===== config.mk =====
export PLATFORM = sky130hd
export DESIGN_NAME = can_id_prefilter_table_top
export DESIGN_NICKNAME = d
export VERILOG_FILES = /design/src/hdl/cpf_pkg.sv /design/src/hdl/cpf_table.sv /design/src/hdl/cpf_cmp.sv /design/src/hdl/cpf_seq.sv /design/src/hdl/can_id_prefilter_table_top.sv
export SDC_FILE = /design/constraint.sdc
export NUM_CORES = 2
export LEC_CHECK = 0
export BUFFER_PORTS_ARGS = -buffer_cell sky130_fd_sc_hd__buf_2
export CAP_MARGIN = 30
export CORE_MARGIN = 4
export CORE_UTILIZATION = 56
export DETAILED_ROUTE_END_ITERATION = 10
export GPL_ROUTABILITY_DRIVEN = 0
export PLACE_DENSITY = 0.8
export RECOVER_POWER = 50
export SYNTH_ARGS = -nofsm -noshare
export SYNTH_HDL_FRONTEND = slang
export SYNTH_SLANG_ARGS = --single-unit

===== constraint.sdc =====
create_clock -name clk -period 10.8 [get_ports clk]
set_input_delay 1.08 -clock clk [delete_from_list [all_inputs] [get_ports clk]]
set_output_delay 1.08 -clock clk [all_outputs]
set_load 0.01 [all_outputs]

===== src/hdl/cpf_pkg.sv =====
package cpf_pkg;

    localparam int ID_W    = 29;
    localparam int NUM_W   = 8;
    localparam int KIND_W  = 3;
    localparam int HITS_W  = 32;

    localparam logic [1:0] CMD_INSERT = 2'd0;
    localparam logic [1:0] CMD_UPDATE = 2'd1;
    localparam logic [1:0] CMD_REMOVE = 2'd2;
    localparam logic [1:0] CMD_FILTER = 2'd3;

    localparam logic [KIND_W-1:0] KIND_UNSET       = 3'd0;
    localparam logic [KIND_W-1:0] KIND_BLACK_EXACT = 3'd1;
    localparam logic [KIND_W-1:0] KIND_BLACK_MASK  = 3'd2;
    localparam logic [KIND_W-1:0] KIND_WHITE_EXACT = 3'd3;
    localparam logic [KIND_W-1:0] KIND_WHITE_MASK  = 3'd4;

    localparam logic [1:0] OUT_DONE      = 2'd0;
    localparam logic [1:0] OUT_FULL      = 2'd1;
    localparam logic [1:0] OUT_NOT_FOUND = 2'd2;

    localparam logic [NUM_W-1:0] NUM_NONE = 8'd0;
    localparam logic [NUM_W-1:0] NUM_MAX  = 8'd255;

    typedef struct packed {
        logic [NUM_W-1:0]  number;
        logic              enabled;
        logic [KIND_W-1:0] kind;
        logic [ID_W-1:0]   value;
        logic [ID_W-1:0]   mask;
        logic [HITS_W-1:0] hits;
    } entry_t;

    typedef struct packed {
        logic id_match;
        logic num_equal;
        logic num_greater;
    } cmp_res_t;

endpackage


===== src/hdl/cpf_table.sv =====
module cpf_table #(
    parameter int TABLE_SLOTS = 16,
    localparam int IDX_W = (TABLE_SLOTS > 1) ? $clog2(TABLE_SLOTS) : 1
) (
    input  logic             clk,
    input  logic [IDX_W-1:0] rd_addr,
    output cpf_pkg::entry_t  rd_data,
    input  logic             wr_en,
    input  logic [IDX_W-1:0] wr_addr,
    input  cpf_pkg::entry_t  wr_data
);
    import cpf_pkg::*;

    entry_t mem [TABLE_SLOTS];
    entry_t rd_data_reg;

    always_ff @(posedge clk)
    begin
        if (wr_en)
        begin
            mem[wr_addr] <= wr_data;
        end
        rd_data_reg <= mem[rd_addr];
    end

    assign rd_data = rd_data_reg;

endmodule


===== src/hdl/cpf_cmp.sv =====
module cpf_cmp (
    input  cpf_pkg::entry_t                 ent,
    input  logic [cpf_pkg::ID_W-1:0]        ident,
    input  logic [cpf_pkg::NUM_W-1:0]       key_num,
    input  logic [cpf_pkg::NUM_W-1:0]       best_num,
    output cpf_pkg::cmp_res_t               res
);
    import cpf_pkg::*;

    always_comb
    begin
        res.num_equal   = (ent.number == key_num);
        res.num_greater = (ent.number > best_num);
        unique case (ent.kind)
            KIND_BLACK_EXACT, KIND_WHITE_EXACT:
                res.id_match = (ent.value == ident);
            KIND_BLACK_MASK, KIND_WHITE_MASK:
                res.id_match = ((ent.value & ent.mask) == (ident & ent.mask));
            default:
                res.id_match = 1'b0;
        endcase
    end

endmodule


===== src/hdl/cpf_seq.sv =====
module cpf_seq #(
    parameter int TABLE_SLOTS = 16,
    localparam int IDX_W = (TABLE_SLOTS > 1) ? $clog2(TABLE_SLOTS) : 1
) (
    input  logic                              clk,
    input  logic                              rst_n,
    input  logic                              in_valid,
    output logic                              in_ready,
    input  logic [1:0]                        command,
    input  logic [cpf_pkg::ID_W-1:0]          frame_ident,
    input  logic [cpf_pkg::NUM_W-1:0]         filter_number,
    input  logic [cpf_pkg::KIND_W-1:0]        filter_kind,
    input  logic                              enable_flag,
    input  logic [cpf_pkg::ID_W-1:0]          match_value,
    input  logic [cpf_pkg::ID_W-1:0]          match_mask,
    output logic                              out_valid,
    input  logic                              out_ready,
    output logic                              accepted,
    output logic                              matched,
    output logic [cpf_pkg::NUM_W-1:0]         entry_number,
    output logic [cpf_pkg::HITS_W-1:0]        hit_total,
    output logic [1:0]                        outcome,
    output logic [IDX_W-1:0]                  rd_addr,
    input  cpf_pkg::entry_t                   rd_data,
    output logic                              wr_en,
    output logic [IDX_W-1:0]                  wr_addr,
    output cpf_pkg::entry_t                   wr_data
);
    import cpf_pkg::*;

    localparam logic [IDX_W-1:0] LAST_IDX = IDX_W'(TABLE_SLOTS - 1);

    typedef enum logic [4:0] {
        S_IDLE  = 5'b00001,
        S_SCAN  = 5'b00010,
        S_DRAIN = 5'b00100,
        S_ACT   = 5'b01000,
        S_HOLD  = 5'b10000
    } state_t;

    // control
    state_t                 state_reg, state_next;
    logic [TABLE_SLOTS-1:0] used_reg, used_next;
    logic [NUM_W-1:0]       newest_reg, newest_next;
    logic                   out_valid_reg, out_valid_next;
    logic                   eval_vld_reg, eval_vld_next;

    // request capture
    logic [1:0]             cmd_reg, cmd_next;
    logic [ID_W-1:0]        ident_reg, ident_next;
    logic [NUM_W-1:0]       num_reg, num_next;
    logic [KIND_W-1:0]      kind_reg, kind_next;
    logic                   en_reg, en_next;
    logic [ID_W-1:0]        val_reg, val_next;
    logic [ID_W-1:0]        mask_reg, mask_next;

    // scan bookkeeping
    logic [IDX_W-1:0]       idx_reg, idx_next;
    logic [IDX_W-1:0]       eval_idx_reg, eval_idx_next;
    logic                   free_found_reg, free_found_next;
    logic [IDX_W-1:0]       free_idx_reg, free_idx_next;
    logic                   hit_found_reg, hit_found_next;
    logic [IDX_W-1:0]       hit_idx_reg, hit_idx_next;
    entry_t                 hit_ent_reg, hit_ent_next;
    logic [NUM_W-1:0]       best_reg, best_next;

    // result and output stage
    logic                   res_accepted_reg, res_accepted_next;
    logic                   res_matched_reg, res_matched_next;
    logic [NUM_W-1:0]       res_entry_reg, res_entry_next;
    logic [HITS_W-1:0]      res_hits_reg, res_hits_next;
    logic [1:0]             res_outcome_reg, res_outcome_next;
    logic                   accepted_reg, accepted_next;
    logic                   matched_reg, matched_next;
    logic [NUM_W-1:0]       entry_number_reg, entry_number_next;
    logic [HITS_W-1:0]      hit_total_reg, hit_total_next;
    logic [1:0]             outcome_reg, outcome_next;

    cmp_res_t               cmp;
    logic                   slot_live;
    logic [NUM_W-1:0]       new_num;
    logic [HITS_W-1:0]      hits_inc;

    cpf_cmp u_cmp (
        .ent      (rd_data),
        .ident    (ident_reg),
        .key_num  (num_reg),
        .best_num (best_reg),
        .res      (cmp)
    );

    assign in_ready = (state_reg == S_IDLE);
    assign rd_addr  = idx_reg;
    assign slot_live = used_reg[eval_idx_reg];
    assign new_num  = newest_reg + 8'd1;
    assign hits_inc = hit_ent_reg.hits + 32'd1;

    always_comb
    begin
        state_next        = state_reg;
        used_next         = used_reg;
        newest_next       = newest_reg;
        out_valid_next    = out_valid_reg && !out_ready;
        eval_vld_next     = (state_reg == S_SCAN);
        eval_idx_next     = idx_reg;
        cmd_next          = cmd_reg;
        ident_next        = ident_reg;
        num_next          = num_reg;
        kind_next         = kind_reg;
        en_next           = en_reg;
        val_next          = val_reg;
        mask_next         = mask_reg;
        idx_next          = idx_reg;
        free_found_next   = free_found_reg;
        free_idx_next     = free_idx_reg;
        hit_found_next    = hit_found_reg;
        hit_idx_next      = hit_idx_reg;
        hit_ent_next      = hit_ent_reg;
        best_next         = best_reg;
        res_accepted_next = res_accepted_reg;
        res_matched_next  = res_matched_reg;
        res_entry_next    = res_entry_reg;
        res_hits_next     = res_hits_reg;
        res_outcome_next  = res_outcome_reg;
        accepted_next     = accepted_reg;
        matched_next      = matched_reg;
        entry_number_next = entry_number_reg;
        hit_total_next    = hit_total_reg;
        outcome_next      = outcome_reg;
        wr_en             = 1'b0;
        wr_addr           = hit_idx_reg;
        wr_data           = hit_ent_reg;

        unique case (state_reg)
            S_IDLE:
            begin
                if (in_valid)
                begin
                    cmd_next        = command;
                    ident_next      = frame_ident;
                    num_next        = filter_number;
                    kind_next       = filter_kind;
                    en_next         = enable_flag;
                    val_next        = match_value;
                    mask_next       = match_mask;
                    idx_next        = '0;
                    free_found_next = 1'b0;
                    hit_found_next  = 1'b0;
                    best_next       = NUM_NONE;
                    state_next      = S_SCAN;
                end
            end
            S_SCAN:
            begin
                idx_next = idx_reg + 1'b1;
                if (idx_reg == LAST_IDX)
                begin
                    state_next = S_DRAIN;
                end
            end
            S_DRAIN:
            begin
                state_next = S_ACT;
            end
            S_ACT:
            begin
                res_accepted_next = 1'b0;
                res_matched_next  = 1'b0;
                res_entry_next    = NUM_NONE;
                res_hits_next     = '0;
                res_outcome_next  = OUT_DONE;
                unique case (cmd_reg)
                    CMD_INSERT:
                    begin
                        if (free_found_reg && newest_reg != NUM_MAX)
                        begin
                            wr_en           = 1'b1;
                            wr_addr         = free_idx_reg;
                            wr_data.number  = new_num;
                            wr_data.enabled = 1'b1;
                            wr_data.kind    = kind_reg;
                            wr_data.value   = val_reg;
                            wr_data.mask    = mask_reg;
                            wr_data.hits    = '0;
                            used_next[free_idx_reg] = 1'b1;
                            newest_next     = new_num;
                            res_entry_next  = new_num;
                        end
                        else
                        begin
                            res_outcome_next = OUT_FULL;
                        end
                    end
                    CMD_UPDATE:
                    begin
                        if (hit_found_reg)
                        begin
                            wr_en           = 1'b1;
                            wr_data.enabled = en_reg;
                            wr_data.value   = val_reg;
                            wr_data.kind    = kind_reg;
                            wr_data.hits    = '0;
                        end
                        else
                        begin
                            res_outcome_next = OUT_NOT_FOUND;
                        end
                    end
                    CMD_REMOVE:
                    begin
                        if (hit_found_reg)
                        begin
                            used_next[hit_idx_reg] = 1'b0;
                            newest_next = best_reg;
                        end
                        else
                        begin
                            res_outcome_next = OUT_NOT_FOUND;
                        end
                    end
                    CMD_FILTER:
                    begin
                        if (hit_found_reg)
                        begin
                            wr_en             = 1'b1;
                            wr_data.hits      = hits_inc;
                            res_matched_next  = 1'b1;
                            res_entry_next    = hit_ent_reg.number;
                            res_hits_next     = hits_inc;
                            res_accepted_next = (hit_ent_reg.kind == KIND_WHITE_EXACT)
                                             || (hit_ent_reg.kind == KIND_WHITE_MASK);
                        end
                    end
                    default:
                    begin
                        res_outcome_next = OUT_DONE;
                    end
                endcase
                state_next = S_HOLD;
            end
            S_HOLD:
            begin
                if (!out_valid_reg || out_ready)
                begin
                    accepted_next     = res_accepted_reg;
                    matched_next      = res_matched_reg;
                    entry_number_next = res_entry_reg;
                    hit_total_next    = res_hits_reg;
                    outcome_next      = res_outcome_reg;
                    out_valid_next    = 1'b1;
                    state_next        = S_IDLE;
                end
            end
            default:
            begin
                state_next = S_IDLE;
            end
        endcase

        // one slot per cycle through the shared compare unit
        if (eval_vld_reg)
        begin
            unique case (cmd_reg)
                CMD_INSERT:
                begin
                    if (!slot_live && !free_found_reg)
                    begin
                        free_found_next = 1'b1;
                        free_idx_next   = eval_idx_reg;
                    end
                end
                CMD_UPDATE, CMD_REMOVE:
                begin
                    if (slot_live && num_reg != NUM_NONE && cmp.num_equal)
                    begin
                        hit_found_next = 1'b1;
                        hit_idx_next   = eval_idx_reg;
                        hit_ent_next   = rd_data;
                    end
                    // highest number that survives a remove
                    if (slot_live && !cmp.num_equal && cmp.num_greater)
                    begin
                        best_next = rd_data.number;
                    end
                end
                CMD_FILTER:
                begin
                    if (slot_live && rd_data.enabled && cmp.id_match && cmp.num_greater)
                    begin
                        hit_found_next = 1'b1;
                        hit_idx_next   = eval_idx_reg;
                        hit_ent_next   = rd_data;
                        best_next      = rd_data.number;
                    end
                end
                default:
                begin
                    hit_found_next = hit_found_reg;
                end
            endcase
        end
    end

    always_ff @(posedge clk or negedge rst_n)
    begin
        if (!rst_n)
        begin
            state_reg     <= S_IDLE;
            used_reg      <= '0;
            newest_reg    <= NUM_NONE;
            out_valid_reg <= 1'b0;
            eval_vld_reg  <= 1'b0;
        end
        else
        begin
            state_reg     <= state_next;
            used_reg      <= used_next;
            newest_reg    <= newest_next;
            out_valid_reg <= out_valid_next;
            eval_vld_reg  <= eval_vld_next;
        end
    end

    always_ff @(posedge clk)
    begin
        cmd_reg          <= cmd_next;
        ident_reg        <= ident_next;
        num_reg          <= num_next;
        kind_reg         <= kind_next;
        en_reg           <= en_next;
        val_reg          <= val_next;
        mask_reg         <= mask_next;
        idx_reg          <= idx_next;
        eval_idx_reg     <= eval_idx_next;
        free_found_reg   <= free_found_next;
        free_idx_reg     <= free_idx_next;
        hit_found_reg    <= hit_found_next;
        hit_idx_reg      <= hit_idx_next;
        hit_ent_reg      <= hit_ent_next;
        best_reg         <= best_next;
        res_accepted_reg <= res_accepted_next;
        res_matched_reg  <= res_matched_next;
        res_entry_reg    <= res_entry_next;
        res_hits_reg     <= res_hits_next;
        res_outcome_reg  <= res_outcome_next;
        accepted_reg     <= accepted_next;
        matched_reg      <= matched_next;
        entry_number_reg <= entry_number_next;
        hit_total_reg    <= hit_total_next;
        outcome_reg      <= outcome_next;
    end

    assign out_valid    = out_valid_reg;
    assign accepted     = accepted_reg;
    assign matched      = matched_reg;
    assign entry_number = entry_number_reg;
    assign hit_total    = hit_total_reg;
    assign outcome      = outcome_reg;

endmodule


===== src/hdl/can_id_prefilter_table_top.sv =====
// CAN identifier prefilter table. Each request is one command: insert a filter
// (numbered newest + 1), update or remove an entry by number, or check a frame
// identifier, where the newest active matching entry decides pass or drop and
// its hit counter is bumped. Every command walks all TABLE_SLOTS entries once
// through a single compare unit, reading the entry memory a slot per cycle with
// a registered read. After the scan, a drain state lets the last read land,
// an act state acts on the scan and a hold state loads the output register.
// in_ready stays low meanwhile. A finished result waits in the output
// register; the next request can be taken while it waits, but its own
// result is held back until the previous one is taken.
module can_id_prefilter_table_top #(
    parameter int TABLE_SLOTS = 16
) (
    input  logic                        clk,
    input  logic                        rst_n,
    input  logic                        in_valid,
    output logic                        in_ready,
    input  logic [1:0]                  command,
    input  logic [cpf_pkg::ID_W-1:0]    frame_ident,
    input  logic [cpf_pkg::NUM_W-1:0]   filter_number,
    input  logic [cpf_pkg::KIND_W-1:0]  filter_kind,
    input  logic                        enable_flag,
    input  logic [cpf_pkg::ID_W-1:0]    match_value,
    input  logic [cpf_pkg::ID_W-1:0]    match_mask,
    output logic                        out_valid,
    input  logic                        out_ready,
    output logic                        accepted,
    output logic                        matched,
    output logic [cpf_pkg::NUM_W-1:0]   entry_number,
    output logic [cpf_pkg::HITS_W-1:0]  hit_total,
    output logic [1:0]                  outcome
);
    import cpf_pkg::*;

    localparam int IDX_W = (TABLE_SLOTS > 1) ? $clog2(TABLE_SLOTS) : 1;

    logic [IDX_W-1:0] rd_addr;
    logic [IDX_W-1:0] wr_addr;
    logic             wr_en;
    entry_t           rd_data;
    entry_t           wr_data;

    cpf_seq #(
        .TABLE_SLOTS (TABLE_SLOTS)
    ) u_seq (
        .clk           (clk),
        .rst_n         (rst_n),
        .in_valid      (in_valid),
        .in_ready      (in_ready),
        .command       (command),
        .frame_ident   (frame_ident),
        .filter_number (filter_number),
        .filter_kind   (filter_kind),
        .enable_flag   (enable_flag),
        .match_value   (match_value),
        .match_mask    (match_mask),
        .out_valid     (out_valid),
        .out_ready     (out_ready),
        .accepted      (accepted),
        .matched       (matched),
        .entry_number  (entry_number),
        .hit_total     (hit_total),
        .outcome       (outcome),
        .rd_addr       (rd_addr),
        .rd_data       (rd_data),
        .wr_en         (wr_en),
        .wr_addr       (wr_addr),
        .wr_data       (wr_data)
    );

    cpf_table #(
        .TABLE_SLOTS (TABLE_SLOTS)
    ) u_table (
        .clk     (clk),
        .rd_addr (rd_addr),
        .rd_data (rd_data),
        .wr_en   (wr_en),
        .wr_addr (wr_addr),
        .wr_data (wr_data)
    );

endmodule


[Word-level counts from Yosys, hierarchy flattened]
Memories as Yosys holds them, arrays and structs flattened. A register that Yosys moved wholly into a read port is not among the register bits.
Cells that the tools add are included.
Storage, ports and cells
  output and inout bits: 46
  input port bits: 105
  memories: 1
  bits in registers: 348
  RAM bits: 1632
Cells by class
  $add $sub $neg: 3
  reductions and logical operators: 36
  bitwise logic cells: 5
  order comparisons: 6
  mux-type cells: 68
  eq/ne operators: 26
Memory list
  u_table.mem: words 16, width 102, rd ports 1, clocked after memory_dff 1, write ports 1, line cpf_table.sv:14  | entry_t mem [TABLE_SLOTS];
Operator list (count)
  2-to-1 mux 102 bit: 4
  case mux 102 bit (2 select lines): 1
  case mux 32 bit (3 select lines): 1
  2-to-1 mux 8 bit: 10
  case mux 33 bit (2 select lines): 1
  2-to-1 mux 32 bit: 2
  bitwise AND 29 bit: 2
  == test 29 bit: 2
  case mux 8 bit (2 select lines): 3
  2-to-1 mux 33 bit: 1
  adder 32 x 1 -> 32 bit, second input constant: 1
  2-to-1 mux 16 bit: 2
  case mux 16 bit (2 select lines): 1
  2-to-1 mux 29 bit: 1
  case mux 5 bit (5 select lines): 1
  2-to-1 mux 4 bit: 6
  2-to-1 mux 1 bit: 21
  bitwise AND 16 bit: 1
  inverter 16 bit: 1
  bitwise OR 16 bit: 1
  case mux 4 bit (2 select lines): 2
  < comparator 4 x 5 -> 1 bit, second input constant: 3
  2-to-1 mux 5 bit: 3
  logical AND 1 bit: 12
  other kinds (33): 61

[Logic depth before layout (Yosys ltp)]
  word-level depth: 8
  depth in mapped cells: 9

[Modules after synthesis]
A second synthesis with hierarchy kept.
Second synthesis, totals
  cells, all modules: 3808
  area, all modules: 78461.5 um2
Modules (own cells, without submodules)
  cpf_table: area an instance 62959.1 um2, cells each 2610, seq. area each 51049.0 um2, times used 1
  cpf_seq: area an instance 14691.6 um2, cells each 1102, seq. area each 10156.0 um2, times used 1
  cpf_cmp: area an instance 810.8 um2, cells each 96, seq. area each 0.0 um2, times used 1

[Worst setup path after synthesis]
Ideal clock, no wire load.
  path kind: flip-flop to flip-flop
  start: register u_seq.ident_reg[3]
  end: register u_seq.hit_ent_reg[0] in the netlist's numbering, enable pin
  arrival: 9119 ps
  cell stages (with the launch flop): 8
  setup slack: 948 ps
  path buffers: 0
  data required time: 10067 ps
  library setup time: 733 ps
  period minus slack after synthesis: 9852 ps
  cells stage by stage: edfxtp_1 > xor2_1 > a211o_1 > a221oi_1 > and4_1 > a21oi_1 > o22ai_1 > a21boi_0
Between the ends
  cells in the longest elaborated chain, start to end: 7
  elaborated cells on any way between the ends: 8
  classes of those cells: 3 x eq/ne; 1 x mux; 1 x bitwise; 3 x reduce/logical
RTL lines
  start, declared: line cpf_seq.sv:50  | logic [ID_W-1:0] ident_reg, ident_next;
  start signal, assigned: line cpf_seq.sv:327  | ident_reg <= ident_next;
  bitwise AND 29 bit: line cpf_cmp.sv:18  | res.id_match = ((ent.value & ent.mask) == (ident & ent.mask));
  == test 29 bit: line cpf_cmp.sv:18
  case mux 1 bit (2 select lines) (*): line cpf_cmp.sv:14  | unique case (ent.kind)
  logical AND 1 bit (*) (2 in a row): line cpf_seq.sv:288  | if (slot_live && rd_data.enabled && cmp.id_match && cmp.num_greater)
  != test 2 x 1 -> 1 bit (no line) (*)
  AND reduction 4 bit (no line) (*)
  end signal, assigned: line cpf_seq.sv:339  | hit_ent_reg <= hit_ent_next;
  end, declared: line cpf_seq.sv:64  | entry_t hit_ent_reg, hit_ent_next;
Every way passes the cells marked *; elsewhere a longest branch is shown, timed or not.
A chain may end at the register's enable or synchronous reset.

==> results.yml <==
clock_network:
  cts_hold_buffers: 0
  cts_tree: "built"
  post-cts-setup-buffers: 0
  cts_resized: 0
  cts_max_path_buffers: 3
  clock-sinks: 2082
  cts_root_buf: "clkbuf_16"
  insertion_delay_ns: 0.82
  htreeDepth: 4
  cts_inserted_buffers: 194
  clkTransAtPathRegs_ns: 0.06
layout:
  syn_to_final_growth_pct: 12.3
  finish.utilization_pct: 63.2
  antenna_cells: 0
  layout-drive-gt1-share_pct: 24.7
  final_net_count: 4002
  mostFrequentLayoutCell: "edfxtp_1"
  final_cell_mix: "1935 x edfxtp_1, 514 x mux4_2, 205 x clkbuf_1, 201 x clkbuf_16, 185 x nand2_1"
  fillers: 8929
  stdcell_count: 5923
  largest_reg_flops: 1632
placement:
  place_ws_ns: 5.53
  port_buffers: 150
  dp_cells: 5548
  dp_hpwl_um: 101000
timing:
  fin_ws_ns: 2.98
  rsz0062_at_grt: "false"
  max-slew-margin-rel_pct: -183
  holdWs_ns: 0.396
  skew_ns: 0.0404
  fin_tns_setup_ns: 0
  hold_viol: 0
  slew_viol_final: 535
  fin_crit_ns: 7.82
  fmax_mhz: 128
  tightestPinTransition_ns: 4.25
  setup_violations: 0
  min_period_over_period_pct: 72.4
critical_path:
  worst_setup_path_end_kind: "flop"
  crit_top_cell: "clkbuf_1"
  crit_required_ns: 11.46
  worstPathCellList: "clkbuf_1 > clkbuf_1 > clkbuf_1 > mux4_2 > mux4_2"
  crit_slowest_cell: "clkbuf_1"
  cp_data_arrival_time_ns: 8.48
  ff2ff_setup_slack_ns: 2.98
  reg2reg_from: "u_seq.rd_addr[1]"
  cp-endpoint: "u_table.rd_data[54]"
  worstSetupStartpoint: "u_seq.rd_addr[1]"
  cp-start-kind: "flop"
  reg2regPathDepth: 5
  slowest_delay_ns: 2.96
  reg2reg_to: "u_table.rd_data[54]"
  cp.depth: 5
  path_class: "flop to flop"
  path_buf_inv: 3
  crit_family: "buffers and inverters"
  worstPathMaxFanout: 64
detailed_routing:
  drt_pass1_iterations: 6
  wirelength_um: 189000
  detail-route-antenna-nets: 0
  drc: 0
  drtIter0Drc: 5754
  vias: 39200
  wl_per_cell_um: 32.0
  viasPerCell: 6.61
synthesis:
  synthArstFlopShare_pct: 1.49
  syn-instance-count: 3570
  ys.flop_type: "edfxtp_1"
  synth_edf_count: 1935
  ys_ff_latch: 2082
  synth_cell_type_count: 72
  synthesis.area_um2: 78400
  yosysSeqAreaShare_pct: 78.1
  synth_nets: 3692
  yosysWarnings: 0
  syn_area_per_cell_um2: 22.0
power:
  peakVddDrop_mv: 0.195
  p_int_w: 0.0151
  p_comb_share_pct: 19.8
  p_leak_nw: 27.8
  power_density_nw_per_um2: 233
  p_sw_w: 0.00543
  p_sw_share_pct: 26.5
  seqPwrFrac_pct: 47.8
  p_clk_share_pct: 32.4
global_routing:
  grt_pass1_wl_um: 278000
  grt_pass1_vias: 39900
  grt_remaining_overflow: 0
  antenna_found_initial: 4
  track_usage_pct: 26.3
  grt_max_degree: 106
floorplan:
  core_area_um2: 139000
  die-area_um2: 146000
  io_pins: 151
  dieWidth_um: 382
  die_h_um: 382
  start_util_pct: 56.3
  rows: 137
min_path:
  hold_class: "flop to flop"
outcome:
  violations: "capacitance limit, slew limit"
  outcome: "complete, but fails checks"
job:
  max_cap_viol_count: 14
[worst min-delay path by stage]
stage	startpoint	endpoint	slack (ns)	cells past startpoint
5_1_grt	match_mask[2]	u_seq.mask_reg[2]	0.40	1
3_3_place_gp	u_table.rd_data[0]	u_seq.hit_ent_reg[0]	0.39	0
3_5_place_dp	u_table.rd_data[19]	u_seq.hit_ent_reg[19]	0.39	0
4_1_cts	rst_n	u_seq.out_valid	0.30	1
2_1_floorplan	u_seq.rd_addr[2]	u_seq.eval_idx_reg[2]	0.35	0
6_report	u_table.rd_data[19]	u_seq.hit_ent_reg[19]	0.40	0
[layer usage]
| layer | part of all wire [%] | up-vias | routed length (um) | GRT usage, % |
|---|---|---|---|---|
| met4 | 3.4 | 6 | 6490 | 9.30 |
| met3 | 11 | 397 | 20700 | 5.75 |
| met1 | 36 | 20400 | 69100 | 36.7 |
| met5 | 0.023 | - | 43 | 0 |
| met2 | 49 | 2865 | 93100 | 41.8 |
| li1 | - | 15500 | - | - |
[synth_stat cells (7+ instances only)]
cell type	count	area [um^2]
a22oi_1	49	368
o21ai_0	72	360
nand4_1	11	68.8
nor4_1	12	75.1
dfrtp_1	30	751
nand3_1	29	145
o211ai_1	10	75.1
clkbuf_1	94	353
nor2b_1	7	43.8
a22o_1	21	184
nor2_1	105	394
ha_1	17	213
inv_1	28	105
mux4_2	514	11600
buf_1	16	60.1
dfxtp_1	116	2320
buf_2	52	260
edfxtp_1	1935	58100
nor3_1	13	65.1
xor2_1	60	526
a21oi_1	29	145
xnor2_1	14	123
a31oi_1	16	100
mux2i_1	8	80.1
o221ai_1	8	70.1
and3_1	10	62.6
mux2_2	32	360
nand2_1	184	691
[kinds of logic (layout without fill, tap and decap cells)]
group / Yosys count / after routing / share of synthesized area [%]
XOR/XNOR: 74 / 74 / 0.827
flip-flops: 2082 / 2082 / 78.1
AO/OA/AOI/OAI: 234 / 234 / 1.98
adder cells (fa/ha/maj): 17 / 17 / 0.271
multiplexers: 554 / 554 / 15.3
buffers and inverters: 195 / 672 / 1.05
AND/OR/NAND/NOR: 414 / 414 / 2.45
[area by class of cell]
class	instances	area, um^2	share of cell area [%]
sequential	2082	61200	69.5
multi-input combinational	1293	16500	18.7
clock buffer	274	5510	6.26
tap	1876	2350	2.67
timing repair buffer	280	1700	1.94
clock inverter	89	674	0.766
inverter	29	110	0.125
[power groups by stage]
stage	Clock (W)	Combinational (W)	Sequential, W
after floorplan	0	0.00288	0.00974
after global placement	0	0.00387	0.00991
after detailed placement	0	0.00395	0.00993
after CTS	0.00671	0.00403	0.00977
after global routing	0.00709	0.00429	0.00981
final	0.00665	0.00406	0.00980
[worst reg2reg max path, cell delays in order, from the launching register on]
cell	delay, ns
edfxtp_1	0.33
clkbuf_1	2.89
clkbuf_1	0.26
clkbuf_1	2.96
mux4_2	0.68
mux4_2	0.54
[per-stage QoR]
step	area, um^2	total power (W)
2_1_floorplan	78400	0.0126
3_3_place_gp	81800	0.0138
3_5_place_dp	82000	0.0139
4_1_cts	88200	0.0205
5_1_grt	88000	0.0212
6_report	88000	0.0205
Power figures use the tool's default switching activity.
